## config.mk

```make
export PLATFORM = sky130hd
export DESIGN_NAME = quadratic_probe_hash_set
export DESIGN_NICKNAME = d
export VERILOG_FILES = /design/src/sv/qphs_pkg.sv /design/src/sv/qphs_dp.sv /design/src/sv/qphs_ctrl.sv /design/src/sv/quadratic_probe_hash_set.sv
export SDC_FILE = /design/constraint.sdc
export NUM_CORES = 2
export LEC_CHECK = 0
export BUFFER_PORTS_ARGS = -buffer_cell sky130_fd_sc_hd__buf_4
export CAP_MARGIN = 10
export CORE_ASPECT_RATIO = 0.6
export CORE_MARGIN = 3
export CORE_UTILIZATION = 55
export CTS_CLUSTER_DIAMETER = 200
export CTS_CLUSTER_SIZE = 10
export DETAILED_ROUTE_END_ITERATION = 10
export PLACE_DENSITY = 0.77
export SYNTH_ARGS = -nofsm -noshare
export SYNTH_HDL_FRONTEND = slang
export SYNTH_SLANG_ARGS = --single-unit
export TNS_END_PERCENT = 5
```

## constraint.sdc

```tcl
create_clock -name i_clk -period 6.2 [get_ports i_clk]
set_input_delay 0.62 -clock i_clk [delete_from_list [all_inputs] [get_ports i_clk]]
set_output_delay 0.62 -clock i_clk [all_outputs]
set_load 0.02 [all_outputs]
```

## src/sv/qphs_pkg.sv

```systemverilog
`default_nettype none

package qphs_pkg;

    localparam int TABLE_SLOTS_DEF = 23;
    localparam int KEY_BYTES_DEF   = 8;

    localparam int KEY_W    = 64;
    localparam int STATUS_W = 3;
    localparam int ENTRY_W  = 4;
    localparam int HASH_W   = 18;
    localparam int BSUM_W   = 14;
    localparam int CHAR_MAX = 127;

    localparam logic OP_INSERT = 1'b0;
    localparam logic OP_LOOKUP = 1'b1;

    localparam logic [STATUS_W-1:0] ST_STORED    = 3'd0;
    localparam logic [STATUS_W-1:0] ST_PRESENT   = 3'd1;
    localparam logic [STATUS_W-1:0] ST_HALF_FULL = 3'd2;
    localparam logic [STATUS_W-1:0] ST_EXHAUSTED = 3'd3;
    localparam logic [STATUS_W-1:0] ST_INVALID   = 3'd4;

    typedef struct packed {
        logic             opcode;
        logic [KEY_W-1:0] key_bytes;
    } t_item_in;

    typedef struct packed {
        logic [STATUS_W-1:0] status;
        logic                found;
        logic [ENTRY_W-1:0]  entry_count;
        logic [HASH_W-1:0]   total_hash;
    } t_item_out;

    typedef struct packed {
        logic                load;
        logic                reduce;
        logic                probe;
        logic                write;
        logic                out_load;
        logic [STATUS_W-1:0] status;
        logic                found;
    } t_dp_cmd;

    typedef struct packed {
        logic reduce_last;
        logic key_ok;
        logic is_lookup;
        logic half_full;
        logic live;
        logic hit;
        logic empty;
        logic last;
    } t_dp_stat;

endpackage

`default_nettype wire

```

## src/sv/qphs_dp.sv

```systemverilog
`default_nettype none

module qphs_dp
    import qphs_pkg::*;
#(
    parameter int TABLE_SLOTS = TABLE_SLOTS_DEF,
    parameter int KEY_BYTES   = KEY_BYTES_DEF
) (
    input  wire logic      i_clk,
    input  wire logic      i_rst_n,
    input  wire t_item_in  i_item,
    input  wire t_dp_cmd   i_cmd,
    output t_dp_stat       o_stat,
    output t_item_out      o_result
);

    localparam int SLOT_W   = $clog2(TABLE_SLOTS);
    localparam int IDX_W    = $clog2(TABLE_SLOTS + 1);
    localparam int CNT_W    = $clog2(TABLE_SLOTS / 2 + 1);
    localparam int SUM_W    = $clog2(KEY_BYTES * CHAR_MAX + 1);
    localparam int K_W      = 1;
    localparam int RECIP_SH = SUM_W + SLOT_W;
    localparam int RECIP_W  = SUM_W + 1;
    localparam int PROD_W   = SUM_W + RECIP_W;

    localparam logic [SLOT_W:0]    N_EXT    = (SLOT_W + 1)'(TABLE_SLOTS);
    localparam logic [IDX_W-1:0]   N_IDX    = IDX_W'(TABLE_SLOTS);
    localparam logic [IDX_W-1:0]   LAST_IDX = IDX_W'(TABLE_SLOTS - 1);
    localparam logic [CNT_W-1:0]   HALF_CNT = CNT_W'(TABLE_SLOTS / 2);
    localparam logic [SUM_W-1:0]   N_SUM    = SUM_W'(TABLE_SLOTS);
    localparam logic [RECIP_W-1:0] RECIP    =
        RECIP_W'(((1 << RECIP_SH) + TABLE_SLOTS - 1) / TABLE_SLOTS);
    localparam logic [K_W-1:0]     K_TOP    = K_W'(1);

    logic [KEY_W-1:0]  key_m;
    logic [SUM_W-1:0]  sum_c;
    logic              ok_c;
    logic              ended;
    logic              bad;
    logic [SLOT_W:0]   slot_sum;
    logic [SLOT_W-1:0] slot;
    logic [SLOT_W:0]   sq_sum;
    logic [SLOT_W:0]   odd_sum;
    logic [PROD_W-1:0] quo_prod;
    logic              issue;

    logic              r_op;
    logic [KEY_W-1:0]  r_key;
    logic [SUM_W-1:0]  r_sum;
    logic              r_ok;
    logic [SUM_W-1:0]  r_rem;
    logic [SUM_W-1:0]  r_quo;
    logic [K_W-1:0]    r_k;
    logic [IDX_W-1:0]  r_i;
    logic [SLOT_W-1:0] r_sq;
    logic [SLOT_W-1:0] r_odd;
    logic              r_live;
    logic              r_rd_last;
    logic              r_rd_occ;
    logic [SLOT_W-1:0] r_rd_slot;
    logic [KEY_W-1:0]  r_rd_key;
    logic [KEY_W-1:0]  r_mem [TABLE_SLOTS];
    logic [TABLE_SLOTS-1:0] r_valid;
    logic [CNT_W-1:0]  r_count;
    logic [BSUM_W-1:0] r_bsum;
    t_item_out         r_out;

    always_comb begin
        key_m = '0;
        sum_c = '0;
        ended = 1'b0;
        bad   = 1'b0;
        for (int b = 0; b < KEY_W / 8; b++) begin
            if (b < KEY_BYTES) begin
                key_m[b*8 +: 8] = i_item.key_bytes[b*8 +: 8];
            end
        end
        for (int b = 0; b < KEY_W / 8; b++) begin
            if (key_m[b*8 + 7]) begin
                bad = 1'b1;
            end
            if (key_m[b*8 +: 8] == 8'h00) begin
                ended = 1'b1;
            end else if (ended) begin
                bad = 1'b1;
            end
        end
        for (int b = 0; b < KEY_BYTES; b++) begin
            sum_c = sum_c + SUM_W'(key_m[b*8 +: 7]);
        end
        ok_c = (key_m != '0) && !bad;
    end

    assign quo_prod = PROD_W'(r_sum) * PROD_W'(RECIP);
    assign slot_sum = (SLOT_W + 1)'(SLOT_W'(r_rem)) + {1'b0, r_sq};
    assign slot     = (slot_sum >= N_EXT) ? SLOT_W'(slot_sum - N_EXT) : SLOT_W'(slot_sum);
    assign sq_sum   = {1'b0, r_sq} + {1'b0, r_odd};
    assign odd_sum  = {1'b0, r_odd} + (SLOT_W + 1)'(2);
    assign issue    = i_cmd.probe && (r_i != N_IDX);

    always_ff @(posedge i_clk) begin
        if (i_cmd.load) begin
            r_op  <= i_item.opcode;
            r_key <= key_m;
            r_sum <= sum_c;
            r_ok  <= ok_c;
            r_k   <= K_TOP;
            r_i   <= '0;
            r_sq  <= '0;
            r_odd <= SLOT_W'(1);
        end else begin
            if (i_cmd.reduce) begin
                if (r_k != '0) begin
                    r_quo <= SUM_W'(quo_prod >> RECIP_SH);
                end else begin
                    r_rem <= r_sum - SUM_W'(r_quo * N_SUM);
                end
                r_k <= r_k - K_W'(1);
            end
            if (issue) begin
                r_i   <= r_i + IDX_W'(1);
                r_sq  <= (sq_sum >= N_EXT) ? SLOT_W'(sq_sum - N_EXT) : SLOT_W'(sq_sum);
                r_odd <= (odd_sum >= N_EXT) ? SLOT_W'(odd_sum - N_EXT) : SLOT_W'(odd_sum);
            end
        end
        if (issue) begin
            r_rd_key  <= r_mem[slot];
            r_rd_occ  <= r_valid[slot];
            r_rd_slot <= slot;
            r_rd_last <= (r_i == LAST_IDX);
        end
        if (i_cmd.write) begin
            r_mem[r_rd_slot] <= r_key;
        end
        if (i_cmd.out_load) begin
            r_out.status      <= i_cmd.status;
            r_out.found       <= i_cmd.found;
            r_out.entry_count <= ENTRY_W'(r_count);
            r_out.total_hash  <= HASH_W'(r_bsum) * HASH_W'(r_count);
        end
    end

    always_ff @(posedge i_clk) begin
        if (!i_rst_n) begin
            r_valid <= '0;
            r_count <= '0;
            r_bsum  <= '0;
            r_live  <= 1'b0;
        end else begin
            r_live <= issue && !i_cmd.load;
            if (i_cmd.write) begin
                r_valid[r_rd_slot] <= 1'b1;
                r_count            <= r_count + CNT_W'(1);
                r_bsum             <= r_bsum + BSUM_W'(r_sum);
            end
        end
    end

    assign o_stat.reduce_last = (r_k == '0);
    assign o_stat.key_ok      = r_ok;
    assign o_stat.is_lookup   = (r_op == OP_LOOKUP);
    assign o_stat.half_full   = (r_count >= HALF_CNT);
    assign o_stat.live        = r_live;
    assign o_stat.hit         = r_rd_occ && (r_rd_key == r_key);
    assign o_stat.empty       = !r_rd_occ;
    assign o_stat.last        = r_rd_last;
    assign o_result           = r_out;

endmodule

`default_nettype wire

```

## src/sv/qphs_ctrl.sv

```systemverilog
`default_nettype none

module qphs_ctrl
    import qphs_pkg::*;
(
    input  wire logic     i_clk,
    input  wire logic     i_rst_n,
    input  wire logic     i_start,
    input  wire t_dp_stat i_stat,
    output t_dp_cmd       o_cmd,
    output logic          o_busy,
    output logic          o_done
);

    typedef enum logic [1:0] {
        S_IDLE,
        S_REDUCE,
        S_PROBE,
        S_FINISH
    } t_state;

    t_state              r_state;
    t_state              n_state;
    logic [STATUS_W-1:0] r_status;
    logic [STATUS_W-1:0] n_status;
    logic                r_found;
    logic                n_found;
    logic                r_done;
    logic                n_done;

    always_comb begin
        n_state  = r_state;
        n_status = r_status;
        n_found  = r_found;
        n_done   = 1'b0;
        o_cmd    = '0;
        o_cmd.status = r_status;
        o_cmd.found  = r_found;
        case (r_state)
            S_IDLE: begin
                if (i_start) begin
                    o_cmd.load = 1'b1;
                    n_state    = S_REDUCE;
                end
            end
            S_REDUCE: begin
                o_cmd.reduce = 1'b1;
                if (i_stat.reduce_last) begin
                    n_found = 1'b0;
                    if (!i_stat.key_ok) begin
                        n_status = ST_INVALID;
                        n_state  = S_FINISH;
                    end else if (!i_stat.is_lookup && i_stat.half_full) begin
                        n_status = ST_HALF_FULL;
                        n_state  = S_FINISH;
                    end else begin
                        n_state = S_PROBE;
                    end
                end
            end
            S_PROBE: begin
                o_cmd.probe = 1'b1;
                if (i_stat.live) begin
                    if (i_stat.hit) begin
                        n_status = i_stat.is_lookup ? ST_STORED : ST_PRESENT;
                        n_found  = i_stat.is_lookup;
                        n_state  = S_FINISH;
                    end else if (!i_stat.is_lookup && i_stat.empty) begin
                        o_cmd.write = 1'b1;
                        n_status    = ST_STORED;
                        n_state     = S_FINISH;
                    end else if (i_stat.last) begin
                        n_status = i_stat.is_lookup ? ST_STORED : ST_EXHAUSTED;
                        n_state  = S_FINISH;
                    end
                end
            end
            S_FINISH: begin
                o_cmd.out_load = 1'b1;
                n_done         = 1'b1;
                n_state        = S_IDLE;
            end
            default: begin
                n_state = S_IDLE;
            end
        endcase
    end

    always_ff @(posedge i_clk) begin
        if (!i_rst_n) begin
            r_state  <= S_IDLE;
            r_status <= ST_STORED;
            r_found  <= 1'b0;
            r_done   <= 1'b0;
        end else begin
            r_state  <= n_state;
            r_status <= n_status;
            r_found  <= n_found;
            r_done   <= n_done;
        end
    end

    assign o_busy = (r_state != S_IDLE);
    assign o_done = r_done;

endmodule

`default_nettype wire

```

## src/sv/quadratic_probe_hash_set.sv

```systemverilog
// Hash set of short keys (up to eight 7-bit characters, zero padded).
// Input: pulse start with i_item while busy is low; that beat is taken.
//   opcode 0 inserts the key, 1 looks it up.
// Output: o_done is high for one cycle with o_result: status, found,
//   entry_count and total_hash. There is no backpressure; the receiver
//   must take the beat in that cycle.
// Flow: the home slot comes from a reciprocal multiply, then one
//   multiply and subtract. The slot store is walked with one
//   quadratic probe a cycle, read data registered, and the S_FINISH
//   state then forms the result. An invalid key or a refused insert
//   skips the probe pass.
// Throughput: one item at a time; busy falls as the result beat is shown,
//   so the next start may coincide with o_done.
// Reset: synchronous, active low; the occupancy bits, entry count and hash
//   total clear, and the set is empty at once.
`default_nettype none

module quadratic_probe_hash_set
    import qphs_pkg::*;
#(
    parameter int TABLE_SLOTS = TABLE_SLOTS_DEF,
    parameter int KEY_BYTES   = KEY_BYTES_DEF
) (
    input  wire logic     i_clk,
    input  wire logic     i_rst_n,
    input  wire logic     start,
    input  wire t_item_in i_item,
    output logic          busy,
    output logic          o_done,
    output t_item_out     o_result
);

    t_dp_cmd  cmd;
    t_dp_stat stat;

    qphs_ctrl u_ctrl (
        .i_clk   (i_clk),
        .i_rst_n (i_rst_n),
        .i_start (start),
        .i_stat  (stat),
        .o_cmd   (cmd),
        .o_busy  (busy),
        .o_done  (o_done)
    );

    qphs_dp #(
        .TABLE_SLOTS (TABLE_SLOTS),
        .KEY_BYTES   (KEY_BYTES)
    ) u_dp (
        .i_clk    (i_clk),
        .i_rst_n  (i_rst_n),
        .i_item   (i_item),
        .i_cmd    (cmd),
        .o_stat   (stat),
        .o_result (o_result)
    );

    a_accept_busy: assert property (@(posedge i_clk) disable iff (!i_rst_n)
        start && !busy |=> busy)
        else $error("accepted beat did not raise busy");

    a_done_single: assert property (@(posedge i_clk) disable iff (!i_rst_n)
        o_done |=> !o_done)
        else $error("result strobe held longer than one cycle");

    a_write_empty: assert property (@(posedge i_clk) disable iff (!i_rst_n)
        cmd.write |-> stat.live && stat.empty && !stat.is_lookup)
        else $error("slot write without an empty probed slot");

    a_found_status: assert property (@(posedge i_clk) disable iff (!i_rst_n)
        o_done && o_result.found |-> o_result.status == ST_STORED)
        else $error("found flag with a non-lookup status");

endmodule

`default_nettype wire

```

==> out/qor.yml <==
status: "finished, final reports clean"
cts_num_sinks: 1720
synth_cell_type_count: 80
viasPerCell: 6.465
slew_viol_final: 0
netlist.area_leader.share_pct: 67.82
tightest_slew_ns: 1.361
postSynthCellCount: 4783
clkPwrFrac_pct: 21.6
synthToLayoutAreaGrowth_pct: 11.74
dr_wl_met2_um: 83080
crit_chain: "ha_4, fa_1, ha_1, nand3b_1, o211a_1, a311o_1, nand2_1, buf_4, nand3_1, buf_4, nor3_1, or4_1, or4_1"
cts_tree: "built"
post-place-ws_ns: 0.7979
gr-total-overflow: 0
wirelength_um: 196600
power.internal_mw: 27.41
cp_slowest_stage_delay_ns: 0.55
power.switching_mw: 17.78
setup_tns_ns: 0
ios: 96
nets: 5242
critPathBufInv: 2
timing.final.crit_share_pct: 81.34
die_h_um: 288.8
rr_worst_depth: 13
num_vias: 43900
ir_drop_uv: 569.0
seq_power_share_pct: 34.2
port-buffer-count: 95
antenna_found_initial: 6
post_cts_buffers: 0
synth_edf_count: 1655
multi_input_area_um2: 20850
track_usage_pct: 28.19
finalCriticalPeriod_ns: 5.043
cap_violations: 0
critical_path.max_fanout: 19
grt_pass1_wl_um: 284300
synth_commonest_cells: "1655 x edfxtp_1, 754 x mux2i_1, 454 x nand2_1"
async_reset_ff_share_pct: 0
reg2reg_to: "u_dp.r_rd_occ$_DFFE_PP_"
start_util_pct: 55.59
firstDrtPassIters: 8
cts-htree-levels: 4
rows: 103
routedWlPerCell_um: 28.96
synth.yosys.seq_area_share_pct: 69.59
wl_met1_um: 78520
nFillCells: 9225
synth_warnings: 0
synthFlopType: "edfxtp_1"
yosysMostFrequentCell: "edfxtp_1"
required_ns: 6.71
p_leak_nw: 29.58
setup_violations: 0
cpMaxStageDelayCell: "fa_1"
yosysTopAreaCell: "edfxtp_1"
die_area_um2: 137800
clkTransAtPathRegs_ns: 0.07
maxSlewHeadroom_pct: 8.406
ant_nets: 0
max_freq_mhz: 198.3
seq_area_um2: 51000
drive_gt1_share_pct: 9.850
worstPathArrival_ns: 5.56
swShare_pct: 39.35
rsz0062_at_grt: "no"
die_w_um: 477.2
hold_path.class: "in -> reg"
top_layer_used: "met5"
clockRootBuffer: "clkbuf_16"
numCtsBuffers: 189
synthesis.nets: 5074
hold_viol: 0
hold_start: "i_item[41]"
startpoint_type: "flop"
grt_max_degree: 109
synth.avg_cell_area_um2: 15.32
wl_met3_um: 27590
cp-end-kind: "flop"
worstSkewPairLatency_ns: 0.80
ys_ff_latch: 1720
synth_area_leaders: "edfxtp_1 68%, mux2i_1 10%, ha_1 2.5%, nand2_1 2.3%, fa_1 2.2%"
reg2reg_slack_ns: 1.16
place.gp.congestion: 0.8855
drc: 0
power_density_nw_per_um2: 551.8
clock_path_buffers: 3
drtIter0Drc: 6714
hold_buffers: 2
r2r_start: "u_dp.r_rem[0]$_DFFE_PP_"
pwr-share-comb_pct: 44.1
coreArea_um2: 131800
setup_slack_ns: 1.157
hold_path_end: "u_dp.r_key[41]$_DFFE_PP_"
first_global_vias: 42180
worst_path_dominant_cell_family: "simple AND/OR/NAND/NOR gates"
fin_skew_ns: 0.03098
path_class: "reg -> reg"
hold_depth: 1
place_hpwl_um: 110000
netlist_area_um2: 73280
cts_resized: 0
cell families after synthesis:
kind of cell	share of synthesized area [%]
AO/OA/AOI/OAI	5.802
XOR/XNOR	1.374
adder cells (fa/ha/maj)	4.617
buffers and inverters	2.344
flip-flops	69.59
multiplexers	10.76
AND/OR/NAND/NOR	5.513
layer usage:
| layer | vias to the layer above | track usage [%] |
|---|---|---|
| met4 | 6 | 10.65 |
| met5 | - | 0 |
| li1 | 18570 | - |
| met2 | 3112 | 40.35 |
| met1 | 21780 | 41.57 |
| met3 | 441 | 7.470 |
through the flow:
stage / hold WS [ns] / cells / util (%) / power (mW) / area [um2]
after floorplan: 0.4064 / 4783 / - / 28.93 / 73280
after global placement: 0.4183 / 6542 / 58.22 / 34.66 / 76760
after detailed placement: 0.4270 / 6542 / 58.22 / 35.08 / 76760
after CTS: 0.000007772 / 6789 / 62.10 / 44.90 / 81870
after global routing: 0.02493 / 6790 / 62.11 / 47.27 / 81890
final: 0.03500 / 6791 / 62.11 / 45.19 / 81890
power groups by stage:
stage / clock network, mW / registers (mW) / logic [mW]
after floorplan: 0 / 15.2 / 13.8
after global placement: 0 / 15.6 / 19.1
after detailed placement: 0 / 15.6 / 19.5
after CTS: 9.84 / 15.4 / 19.6
after global routing: 10.3 / 15.5 / 21.4
final: 9.78 / 15.5 / 19.9
how the worst max path moves through the flow:
stage / startpoint / to / slack (ns) / cells after the start
after floorplan: i_item[0] / u_dp.r_sum[9]$_DFFE_PP_ / 1.25 / 20
final: u_dp.r_rem[0]$_DFFE_PP_ / u_dp.r_rd_occ$_DFFE_PP_ / 1.16 / 13
after detailed placement: i_item[0] / u_dp.r_sum[9]$_DFFE_PP_ / 0.80 / 21
after global routing: u_dp.r_rem[0]$_DFFE_PP_ / u_dp.r_rd_key[20]$_DFFE_PP_ / 1.07 / 13
after CTS: u_dp.r_rem[0]$_DFFE_PP_ / u_dp.r_rd_occ$_DFFE_PP_ / 1.28 / 13
after global placement: i_item[0] / u_dp.r_sum[9]$_DFFE_PP_ / 0.80 / 21
registers in the layout, summed over array words and instances (netlist names):
register	flops
u_ctrl.o_done	1
u_dp.r_op	1
u_dp.r_bsum	14
u_dp.r_i	5
u_ctrl.r_status	3
u_dp.r_valid	23
u_dp.r_count	4
u_dp.r_odd	5
u_dp.r_quo	5
u_dp.r_rd_slot	5
u_dp.r_rd_occ	1
u_dp.r_live	1
u_dp.r_sum	10
u_ctrl.r_state	2
u_dp.r_mem	1472
u_dp.r_rd_last	1
u_dp.r_sq	5
u_dp.r_ok	1
u_dp.r_rd_key	64
u_dp.r_key	64
u_dp.o_result	26
u_ctrl.r_found	1
u_dp.r_k	1
u_dp.r_rem	5
layout by cell type (no fill, tap or decap), types with 91 or more instances in the layout:
cell       count
nor2_1       138
nand2_1      454
buf_4        165
a22oi_1      122
inv_1        201
mux2i_1      754
xnor2_1       91
edfxtp_1    1655
clkbuf_16    190
ha_1         143
o22ai_1       97
area by class of cell:
| cell class | instances | area share [%] |
|---|---|---|
| Multi-Input combinational cell | 2632 | 25.46 |
| Inverter | 208 | 0.9687 |
| Sequential cell | 1720 | 62.28 |
| Timing Repair Buffer | 200 | 2.338 |
| Tap cell | 1785 | 2.727 |
| Clock buffer | 233 | 6.003 |
| Antenna cell | 1 | 0.003056 |
| Clock inverter | 12 | 0.2185 |
worst reg2reg max path: cells and delay by family, from the launching register on:
kind,cells,cell delay (ns)
flip-flops,1,0.42
AND/OR/NAND/NOR,6,1.93
AO/OA/AOI/OAI,2,0.64
buffers and inverters,2,0.73
adder cells (fa/ha/maj),3,1.04
Power figures use the tool's default switching activity.
